[src/hdl/mep_pkg.sv]
`default_nettype none
// ----------------------------------------------------------------------------
// mep_pkg
// Shared widths, register indexes and the coordinate saturation helper for
// the escape-time pixel block.
// ----------------------------------------------------------------------------
package mep_pkg;

  localparam int COORD_W    = 32;          // Q4.28 coordinate width
  localparam int SIZE_W     = 13;          // image size register width
  localparam int MUL_W      = 33;          // shared multiplier operand width
  localparam int PROD_W     = 2 * MUL_W;   // shared multiplier product width
  localparam int CFG_ADDR_W = 3;
  localparam int CFG_DATA_W = 32;
  localparam int OUT_CNT_W  = 9;

  typedef enum logic [CFG_ADDR_W-1:0] {
    CFG_REAL_START   = 3'd0,
    CFG_REAL_END     = 3'd1,
    CFG_IMAG_START   = 3'd2,
    CFG_IMAG_END     = 3'd3,
    CFG_IMAGE_WIDTH  = 3'd4,
    CFG_IMAGE_HEIGHT = 3'd5,
    CFG_BLUE_DOUBLED = 3'd6
  } cfg_addr_t;

  // clamp a wide signed value to the coordinate range
  function automatic logic signed [COORD_W-1:0] sat_coord(
    input logic signed [PROD_W-1:0] v
  );
    logic [PROD_W-COORD_W:0] top;
    logic signed [COORD_W-1:0] res;
    top = v[PROD_W-1:COORD_W-1];
    if (top == '0 || top == '1) begin
      res = v[COORD_W-1:0];
    end else if (v[PROD_W-1]) begin
      res = {1'b1, {(COORD_W-1){1'b0}}};
    end else begin
      res = {1'b0, {(COORD_W-1){1'b1}}};
    end
    return res;
  endfunction

endpackage
`default_nettype wire

[src/hdl/mandelbrot_escape_pixel.sv]
`default_nettype none
// Steps: each axis mapping is one product plus a divide on the shared divider. Each loop
//   pass steps through S_MUL_XX, S_MUL_YY, S_MUL_XY and S_UPDATE on the one shared
//   33x33 multiplier. The colour bytes take S_GREY_MUL, S_BLUE_MUL and S_COLOUR_END.
// One item at a time: busy is high until the strobe cycle, which can accept the next item.
// Synchronous reset idles the sequencer and sets the config registers to defaults.
// ----------------------------------------------------------------------------
// mandelbrot_escape_pixel
// Escape-time iteration for one pixel in signed fixed point: maps the row and
// column to c, iterates z = z*z + c and scales the count to colour bytes.
// ----------------------------------------------------------------------------
module mandelbrot_escape_pixel #(
  parameter int ITER_LIMIT = 256,
  parameter int FRAC_BITS  = 28,
  parameter int INDEX_BITS = 12
) (
  input  wire logic                             clk,
  input  wire logic                             rst,
  input  wire logic                             start,
  output logic                                  busy,
  input  wire logic [INDEX_BITS-1:0]            row_index,
  input  wire logic [INDEX_BITS-1:0]            col_index,
  input  wire logic                             cfg_we,
  input  wire logic [mep_pkg::CFG_ADDR_W-1:0]   cfg_addr,
  input  wire logic [mep_pkg::CFG_DATA_W-1:0]   cfg_wdata,
  output logic                                  done,
  output logic [7:0]                            blue,
  output logic [7:0]                            green,
  output logic [7:0]                            red,
  output logic [mep_pkg::OUT_CNT_W-1:0]         iterations
);
  import mep_pkg::*;

  localparam int DVD_W = INDEX_BITS + COORD_W;
  localparam int CNT_W = $clog2(ITER_LIMIT + 1);
  localparam int DSR_W = SIZE_W;
  localparam logic [PROD_W-1:0] BOUND = PROD_W'(4) << FRAC_BITS;
  // count scaling by reciprocal: numerator times rounding error stays below 2^CLR_SHIFT
  localparam int CLR_SHIFT = 9 + 2 * $clog2(ITER_LIMIT);
  localparam logic [63:0] CLR_RECIP_FULL =
    ((64'd1 << CLR_SHIFT) + 64'(ITER_LIMIT) - 64'd1) / 64'(ITER_LIMIT);
  localparam logic [MUL_W-1:0] CLR_RECIP = CLR_RECIP_FULL[MUL_W-1:0];

  typedef enum logic [10:0] {
    S_IDLE       = 11'b00000000001,
    S_MAP_MUL    = 11'b00000000010,
    S_MAP_START  = 11'b00000000100,
    S_MAP_WAIT   = 11'b00000001000,
    S_MUL_XX     = 11'b00000010000,
    S_MUL_YY     = 11'b00000100000,
    S_MUL_XY     = 11'b00001000000,
    S_UPDATE     = 11'b00010000000,
    S_GREY_MUL   = 11'b00100000000,
    S_BLUE_MUL   = 11'b01000000000,
    S_COLOUR_END = 11'b10000000000
  } state_t;

  state_t state, state_next;

  // configuration
  logic signed [COORD_W-1:0] real_start, real_end, imag_start, imag_end;
  logic [SIZE_W-1:0]         row_div, col_div;
  logic                      blue_doubled;

  // item state
  logic [INDEX_BITS-1:0]     row_r, col_r;
  logic signed [MUL_W-1:0]   span_re, span_im;
  logic                      map_imag;
  logic                      map_neg;
  logic signed [COORD_W-1:0] cr, ci, x, y;
  logic [CNT_W-1:0]          n_cnt;
  logic signed [PROD_W-1:0]  xx, diff;
  logic                      escape;

  // shared units
  logic signed [MUL_W-1:0]   mul_a, mul_b;
  logic signed [PROD_W-1:0]  mul_p;
  logic                      div_start, div_busy, div_done;
  logic [DVD_W-1:0]          div_dividend, div_quo;
  logic [DSR_W-1:0]          div_divisor;

  logic                      accept;
  logic [PROD_W-1:0]         mul_abs;
  logic [PROD_W-1:0]         mag;
  logic signed [PROD_W-1:0]  map_base, map_quo, map_sum;
  logic signed [PROD_W-1:0]  nx_wide, ny_wide;
  logic [CNT_W+7:0]          num255;
  logic [CNT_W+8:0]          num510;
  logic [PROD_W-1:0]         clr_quo;
  logic [SIZE_W-1:0]         size_sel;
  logic                      at_limit;

  assign busy   = (state != S_IDLE);
  assign accept = start && (state == S_IDLE);

  mep_mul u_mul (
    .clk (clk),
    .a   (mul_a),
    .b   (mul_b),
    .p   (mul_p)
  );

  mep_div #(
    .DVD_W (DVD_W),
    .DSR_W (DSR_W)
  ) u_div (
    .clk      (clk),
    .rst      (rst),
    .start    (div_start),
    .dividend (div_dividend),
    .divisor  (div_divisor),
    .busy     (div_busy),
    .done     (div_done),
    .quotient (div_quo)
  );

  // ---- operand selection ----
  always_comb begin
    mul_a = '0;
    mul_b = '0;
    unique case (state)
      S_MAP_MUL: begin
        mul_a = map_imag ? span_im : span_re;
        mul_b = map_imag ? {{(MUL_W-INDEX_BITS){1'b0}}, col_r}
                         : {{(MUL_W-INDEX_BITS){1'b0}}, row_r};
      end
      S_MUL_XX: begin
        mul_a = {x[COORD_W-1], x};
        mul_b = {x[COORD_W-1], x};
      end
      S_MUL_YY: begin
        mul_a = {y[COORD_W-1], y};
        mul_b = {y[COORD_W-1], y};
      end
      S_MUL_XY: begin
        mul_a = {x[COORD_W-1], x};
        mul_b = {y[COORD_W-1], y};
      end
      S_GREY_MUL: begin
        mul_a = MUL_W'(num255);
        mul_b = CLR_RECIP;
      end
      S_BLUE_MUL: begin
        mul_a = MUL_W'(num510);
        mul_b = CLR_RECIP;
      end
      default: begin
        mul_a = '0;
        mul_b = '0;
      end
    endcase
  end

  assign mul_abs  = mul_p[PROD_W-1] ? PROD_W'(-mul_p) : PROD_W'(mul_p);
  assign num255   = {n_cnt, 8'b0} - {8'b0, n_cnt};
  assign num510   = {num255, 1'b0};
  assign clr_quo  = mul_p >> CLR_SHIFT;
  assign size_sel = map_imag ? col_div : row_div;

  assign div_start    = (state == S_MAP_START);
  assign div_dividend = DVD_W'(mul_abs);
  // a zero size divides as one
  assign div_divisor  = (size_sel == '0) ? DSR_W'(1) : size_sel;

  // ---- datapath arithmetic ----
  assign map_base = PROD_W'(map_imag ? imag_start : real_start);
  assign map_quo  = {{(PROD_W-DVD_W){1'b0}}, div_quo};
  assign map_sum  = map_neg ? (map_base - map_quo) : (map_base + map_quo);
  assign mag      = PROD_W'(xx) + PROD_W'(mul_p);
  assign nx_wide  = (diff >>> FRAC_BITS) + PROD_W'(cr);
  assign ny_wide  = (mul_p >>> (FRAC_BITS - 1)) + PROD_W'(ci);
  assign at_limit = (n_cnt >= CNT_W'(ITER_LIMIT));

  // ---- sequencer ----
  always_comb begin
    state_next = state;
    unique case (state)
      S_IDLE:       if (start) state_next = S_MAP_MUL;
      S_MAP_MUL:    state_next = S_MAP_START;
      S_MAP_START:  state_next = S_MAP_WAIT;
      S_MAP_WAIT: begin
        if (div_done) state_next = map_imag ? S_MUL_XX : S_MAP_MUL;
      end
      S_MUL_XX:     state_next = S_MUL_YY;
      S_MUL_YY:     state_next = S_MUL_XY;
      S_MUL_XY:     state_next = S_UPDATE;
      S_UPDATE:     state_next = (escape || at_limit) ? S_GREY_MUL : S_MUL_XX;
      S_GREY_MUL:   state_next = S_BLUE_MUL;
      S_BLUE_MUL:   state_next = S_COLOUR_END;
      S_COLOUR_END: state_next = S_IDLE;
      default:      state_next = S_IDLE;
    endcase
  end

  always_ff @(posedge clk) begin
    if (rst) begin
      state        <= S_IDLE;
      done         <= 1'b0;
      n_cnt        <= '0;
      real_start   <= -32'sd536870912;
      real_end     <= 32'sd268435456;
      imag_start   <= -32'sd268435456;
      imag_end     <= 32'sd268435456;
      row_div      <= SIZE_W'(1024);
      col_div      <= SIZE_W'(1024);
      blue_doubled <= 1'b1;
    end else begin
      state <= state_next;
      done  <= (state == S_COLOUR_END);
      if (cfg_we) begin
        unique case (cfg_addr)
          CFG_REAL_START:   real_start   <= cfg_wdata;
          CFG_REAL_END:     real_end     <= cfg_wdata;
          CFG_IMAG_START:   imag_start   <= cfg_wdata;
          CFG_IMAG_END:     imag_end     <= cfg_wdata;
          CFG_IMAGE_WIDTH:  row_div      <= cfg_wdata[SIZE_W-1:0];
          CFG_IMAGE_HEIGHT: col_div      <= cfg_wdata[SIZE_W-1:0];
          CFG_BLUE_DOUBLED: blue_doubled <= cfg_wdata[0];
          default: ;
        endcase
      end
      if (accept) begin
        n_cnt <= '0;
      end else if (state == S_UPDATE && !escape && !at_limit) begin
        n_cnt <= n_cnt + 1'b1;
      end
    end
  end

  // payload registers
  always_ff @(posedge clk) begin
    unique case (state)
      S_IDLE: begin
        if (start) begin
          row_r    <= row_index;
          col_r    <= col_index;
          span_re  <= MUL_W'(real_end) - MUL_W'(real_start);
          span_im  <= MUL_W'(imag_end) - MUL_W'(imag_start);
          map_imag <= 1'b0;
          x        <= '0;
          y        <= '0;
        end
      end
      S_MAP_START: map_neg <= mul_p[PROD_W-1];
      S_MAP_WAIT: begin
        if (div_done) begin
          if (map_imag) ci <= sat_coord(map_sum);
          else          cr <= sat_coord(map_sum);
          map_imag <= 1'b1;
        end
      end
      S_MUL_YY: xx <= mul_p;
      S_MUL_XY: begin
        // mul_p holds y*y here
        escape <= (mag >> FRAC_BITS) > BOUND;
        diff   <= xx - mul_p;
      end
      S_UPDATE: begin
        if (!escape && !at_limit) begin
          x <= sat_coord(nx_wide);
          y <= sat_coord(ny_wide);
        end
      end
      S_BLUE_MUL: begin
        // mul_p holds the grey product here
        green      <= clr_quo[7:0];
        red        <= clr_quo[7:0];
        blue       <= clr_quo[7:0];
        iterations <= OUT_CNT_W'(n_cnt);
      end
      S_COLOUR_END: begin
        if (blue_doubled) begin
          blue <= (clr_quo > PROD_W'(255)) ? 8'hFF : clr_quo[7:0];
        end
      end
      default: ;
    endcase
  end

`ifndef SYNTHESIS
  a_accept_busy: assert property (@(posedge clk) disable iff (rst)
    (start && !busy) |=> busy)
    else $error("item accepted but block not busy");
  a_done_from_colour: assert property (@(posedge clk) disable iff (rst)
    done |-> $past(state == S_COLOUR_END))
    else $error("result strobe outside colour stage");
  a_count_bound: assert property (@(posedge clk) disable iff (rst)
    n_cnt <= CNT_W'(ITER_LIMIT))
    else $error("iteration count beyond limit");
  a_div_kick: assert property (@(posedge clk) disable iff (rst)
    (state == S_MAP_START) |=> div_busy)
    else $error("divider not running after mapping start");
`endif

endmodule
`default_nettype wire

[src/hdl/mep_mul.sv]
`default_nettype none
// ----------------------------------------------------------------------------
// mep_mul
// Shared signed multiplier with a registered product. Serves the axis
// mappings, the three products of each iteration and the two colour products.
// ----------------------------------------------------------------------------
module mep_mul (
  input  wire logic                                 clk,
  input  wire logic signed [mep_pkg::MUL_W-1:0]     a,
  input  wire logic signed [mep_pkg::MUL_W-1:0]     b,
  output logic signed [mep_pkg::PROD_W-1:0]         p
);
  import mep_pkg::*;

  always_ff @(posedge clk) begin
    p <= a * b;
  end

endmodule
`default_nettype wire

[src/hdl/mep_div.sv]
`default_nettype none
// ----------------------------------------------------------------------------
// mep_div
// Unsigned restoring divider, one quotient bit per cycle. Serves both axis
// mappings, where the divisor is a size register.
// ----------------------------------------------------------------------------
module mep_div #(
  parameter int DVD_W = 44,
  parameter int DSR_W = 13
) (
  input  wire logic             clk,
  input  wire logic             rst,
  input  wire logic             start,
  input  wire logic [DVD_W-1:0] dividend,
  input  wire logic [DSR_W-1:0] divisor,
  output logic                  busy,
  output logic                  done,
  output logic [DVD_W-1:0]      quotient
);
  import mep_pkg::*;

  localparam int CNT_W = $clog2(DVD_W + 1);

  logic [CNT_W-1:0] cnt;
  logic [DSR_W-1:0] rem;
  logic [DSR_W-1:0] dsr;
  logic [DSR_W:0]   trial;
  logic [DSR_W:0]   trial_diff;

  // remainder stays below the divisor, so DSR_W bits hold it before the shift
  assign trial      = {rem, quotient[DVD_W-1]};
  assign trial_diff = trial - {1'b0, dsr};

  always_ff @(posedge clk) begin
    if (rst) begin
      busy <= 1'b0;
      done <= 1'b0;
      cnt  <= '0;
    end else begin
      done <= 1'b0;
      if (start) begin
        busy <= 1'b1;
        cnt  <= CNT_W'(DVD_W);
      end else if (busy) begin
        cnt <= cnt - 1'b1;
        if (cnt == CNT_W'(1)) begin
          busy <= 1'b0;
          done <= 1'b1;
        end
      end
    end
  end

  always_ff @(posedge clk) begin
    if (start) begin
      rem      <= '0;
      dsr      <= divisor;
      quotient <= dividend;
    end else if (busy) begin
      if (!trial_diff[DSR_W]) begin
        rem      <= trial_diff[DSR_W-1:0];
        quotient <= {quotient[DVD_W-2:0], 1'b1};
      end else begin
        rem      <= trial[DSR_W-1:0];
        quotient <= {quotient[DVD_W-2:0], 1'b0};
      end
    end
  end

`ifndef SYNTHESIS
  a_no_restart: assert property (@(posedge clk) disable iff (rst) start |-> !busy)
    else $error("divider restarted while busy");
  a_done_idle: assert property (@(posedge clk) disable iff (rst) done |-> !busy)
    else $error("divider done while still busy");
  a_done_after_run: assert property (@(posedge clk) disable iff (rst)
    done |-> $past(busy))
    else $error("divider done without a run");
`endif

endmodule
`default_nettype wire
[config.mk]
export PLATFORM = sky130hd
export DESIGN_NAME = mandelbrot_escape_pixel
export DESIGN_NICKNAME = d
export VERILOG_FILES = /design/src/hdl/mep_pkg.sv /design/src/hdl/mandelbrot_escape_pixel.sv /design/src/hdl/mep_mul.sv /design/src/hdl/mep_div.sv
export SDC_FILE = /design/constraint.sdc
export NUM_CORES = 2
export LEC_CHECK = 0
export BUFFER_PORTS_ARGS = -buffer_cell sky130_fd_sc_hd__buf_2
export CAP_MARGIN = 25
export CORE_UTILIZATION = 45
export DETAILED_ROUTE_END_ITERATION = 8
export GPL_TIMING_DRIVEN = 0
export PLACE_DENSITY_LB_ADDON = 0.08
export SYNTH_ARGS = -nofsm -noshare
export SYNTH_HDL_FRONTEND = slang
export SYNTH_SLANG_ARGS = --single-unit
export TNS_END_PERCENT = 5
[constraint.sdc]
create_clock -name clk -period 11.45 [get_ports clk]
set_clock_uncertainty 0.1 [all_clocks]
set_input_delay 2.29 -clock clk [delete_from_list [all_inputs] [get_ports clk]]
set_output_delay 2.29 -clock clk [all_outputs]
set_load 0.03 [all_outputs]
==> impl_metrics.csv <==
group,metric,value,unit
status,outcome,"finished clean",
logic_synthesis,synthAdderAreaFrac,0.3631,
setup_path,end_kind,"flip-flop",
setup_path,path_depth,32,
floorplan,core-area,183300,µm²
logic_synthesis,synth-edff-count,407,
logic_synthesis,async_flop_share,0,
finish,layout-drive-gt1-share,0.07158,
placement,dp_slack,-3157,ps
logic_synthesis,yosysTopAreaCellShare,0.2774,
floorplan,io_pins,98,
sta,fin_crit_sh,0.9870,
logic_synthesis,synth.avg_cell_area,8.847,µm²
finish,area_growth,10.01,%
logic_synthesis,ys_seq_area_frac,0.2103,
logic_synthesis,synth_ff_type,"edfxtp_1",
sta,timing.final.crit_period,11300,ps
logic_synthesis,synth_compound_area_frac,0.1357,
drt,first_iter_violations,6734,
setup_path,cpMostUsedCell,"fa_1",
sta,setup_viol,0,
logic_synthesis,synth_seq_cells,670,
logic_synthesis,synth_warnings,0,
drt,wire_per_inst,27.79,µm
hold_path,worstHoldPathCells,2,
placement,placed_cell_area,88240,µm²
logic_synthesis,syn_nets,11180,
setup_path,r2r.worst_path.cells,32,
global_route,grt_pass1_wl,485.6,mm
setup_path,max_stage_delay,670,ps
power,p_leak,39.66,nW
placement,hpwl,286.4,mm
setup_path,crit_buf_inv,6,
power,p_clk_frac,0.311,
floorplan,rows,157,
job,drv_cap,0,
setup_path,crit_fanout,10,
finish,n_fill_cell,17860,
setup_path,cp.required,11940,ps
sta,slew_headroom,0.1206,
logic_synthesis,synth_area_leaders,"fa_1, edfxtp_1, ha_1",
global_route,grt_max_degree,51,
finish,layout_common_cells,"inv_1, nand2_1, fa_1",
setup_path,criticalPathCategory,"reg -> reg",
drt,finalWirelength,339.0,mm
placement,portBuffers,95,
drt,vias,69960,
power,finalPower,7.502,mW
setup_path,arrival,11790,ps
clocking,clockBufferDepth,3,
clocking,numCtsBuffers,71,
power,switching_power,2.732,mW
sta,max_freq,88.48,MHz
logic_synthesis,synth_largest_area_cell,"fa_1",
clocking,cts_tree,"yes",
clocking,root_buffer,"clkbuf_16",
drt,postRouteAntennaNets,0,
sta,max_slew.worst_pin.slew,1319,ps
setup_path,critPathLaunchType,"flip-flop",
placement,gp_congestion,1.034,
global_route,first_global_vias,70160,
sta,maxSlewViolCount,0,
setup_path,cp_slowest_cell,"fa_1",
logic_synthesis,syn_area,83150,µm²
power,comb_power_share,0.292,
clocking,cts_sinks,670,
floorplan,die-area,186500,µm²
logic_synthesis,yosys.area_share.simple,0.1482,
drt,drc_errors,0,
logic_synthesis,yosys.area_share.xor_xnor,0.04140,
clocking,h-tree-depth,3,
hold_path,hp-class,"reg -> reg",
logic_synthesis,synth_cell_types,88,
logic_synthesis,synth_top_family_by_area,"adder cells",
sta,hold_violations,0,
sta,whs,353.9,ps
finish,fin_area,91480,µm²
global_route,antenna_found_initial,12,
floorplan,die_y,431.9,µm
global_route,grt.overflow.total,0,
power,peakVddDrop,121.5,µV
power,p_int,4.770,mW
power,swShare,0.3642,
setup_path,path_delay_family,"adder cells",
sta,setup_ws,148.6,ps
power,pwr-share-seq,0.397,
global_route,grt_use_total,0.3627,
power,p_per_area,82.01,nW/µm²
drt,drtPass1Iterations,6,
floorplan,start_util,0.4537,
drt,vias_per_cell,5.736,
finish,nNetsFinal,11450,
logic_synthesis,synth_cells,9399,
floorplan,die_w,431.9,µm
clocking,clkTransAtPathRegs,60,ps
sta,finalSetupTns,0,ps
finish,layout_commonest_cell,"inv_1",
logic_synthesis,yosys-mux-area-fraction,0.01411,
clocking,clkLatencyLatePin,690,ps
metrics by stage:
step / util / std cells
after global routing: 0.4990 / 12190
after CTS: 0.4971 / 12180
after global placement: 0.4731 / 11960
after floorplan: - / 9399
final: 0.4991 / 12200
after detailed placement: 0.4815 / 12050
worst reg2reg max path, delay by kind of cell, from the launching register on:
kind,cells,cell delay (ps)
AOI/OAI and AO/OA,13,3340
xor gates and xnor gates,1,170
adders and majority gates,9,4520
buffers and inverters,6,1570
DFF,1,620
muxes,1,540
and+or+nand+nor,2,350
layout make-up:
cell class / count / area (µm²) / area share
Timing Repair Buffer: 216 / 1978 / 0.02162
Inverter: 1500 / 5634 / 0.06159
Clock inverter: 39 / 374.1 / 0.004090
Tap cell: 2464 / 3083 / 0.03370
Clock buffer: 91 / 1913 / 0.02091
Antenna cell: 9 / 22.52 / 0.0002462
Sequential cell: 670 / 17490 / 0.1912
Buffer: 398 / 1798 / 0.01965
Multi-Input combinational cell: 6810 / 59180 / 0.6470
worst paths after layout:
check,from,to,slack [ps]
worst max register to register,map_imag,u_mul.p[63],150
worst min register to register,real_start[6],real_start[6],350
worst min-delay path,real_start[6],real_start[6],350
worst max-delay path,map_imag,u_mul.p[63],150
synth_stat cells, types with 19 or more instances:
cell type / number
inv_1: 1497
nand2_1: 1338
fa_1: 1152
nor2_1: 773
ha_1: 570
a21oi_1: 566
edfxtp_1: 407
clkbuf_1: 377
xnor2_1: 305
o21ai_0: 264
dfxtp_1: 263
a21o_1: 205
nor3_1: 102
nand3_1: 101
mux2i_1: 97
xor2_1: 88
nand4_1: 77
o21bai_1: 74
nor4_1: 72
and2_1: 70
o21ai_1: 67
nor2b_1: 66
nand2b_1: 65
a31oi_1: 52
a211oi_1: 51
o31ai_1: 50
o21a_1: 46
a221oi_1: 38
a221o_1: 36
o211ai_1: 32
and3_1: 31
or3_1: 31
a22oi_1: 29
buf_1: 29
or2_2: 29
a211o_1: 25
a31o_2: 21
a22o_1: 19
sequential cells by signal, summed over array words and instances, names as in the netlist, 13 cells and up:
| name | count |
|---|---|
| x | 32 |
| ci | 32 |
| span_re | 33 |
| span_im | 33 |
| col_div | 13 |
| row_div | 13 |
| u_div.quotient | 44 |
| xx | 66 |
| real_start | 32 |
| y | 32 |
| u_mul.p | 66 |
| cr | 32 |
| u_div.rem | 13 |
| u_div.dsr | 13 |
| diff | 38 |
| imag_end | 32 |
| real_end | 32 |
| imag_start | 32 |
logic make-up after synthesis:
family | count (synthesis)
xor+xnor | 393
buf+inv | 1919
compound gates | 1749
fa+ha+maj | 1722
flops | 670
simple gates | 2831
mux | 115
power by group through the flow:
stage | clock network (mW) | registers, mW | logic (mW)
2_1_floorplan | 0 | 2.93 | 1.30
3_3_place_gp | 0 | 3.01 | 2.06
3_5_place_dp | 0 | 3.01 | 2.13
4_1_cts | 2.37 | 2.96 | 2.16
5_1_grt | 2.45 | 2.98 | 2.34
6_report | 2.33 | 2.98 | 2.19
routing by layer:
metal | up-vias | track usage | routed length [µm] | part of all wire
li1 | 31300 | - | - | -
met1 | 34930 | 0.4538 | 133200 | 0.39
met2 | 2980 | 0.5781 | 154100 | 0.45
met3 | 746 | 0.06693 | 25860 | 0.076
met4 | 8 | 0.2289 | 25770 | 0.076
met5 | - | 0 | 74 | 0.00022
repair_timing:
action | CTS | global route
resized for setup | 239 | 95
setup buffers | 11 | 12
pin swaps | 8 | 11
hold buffers | 0 | 0
setup endpoints to repair | 38 | 18
Note: power is estimated with default switching activity, not from simulation.
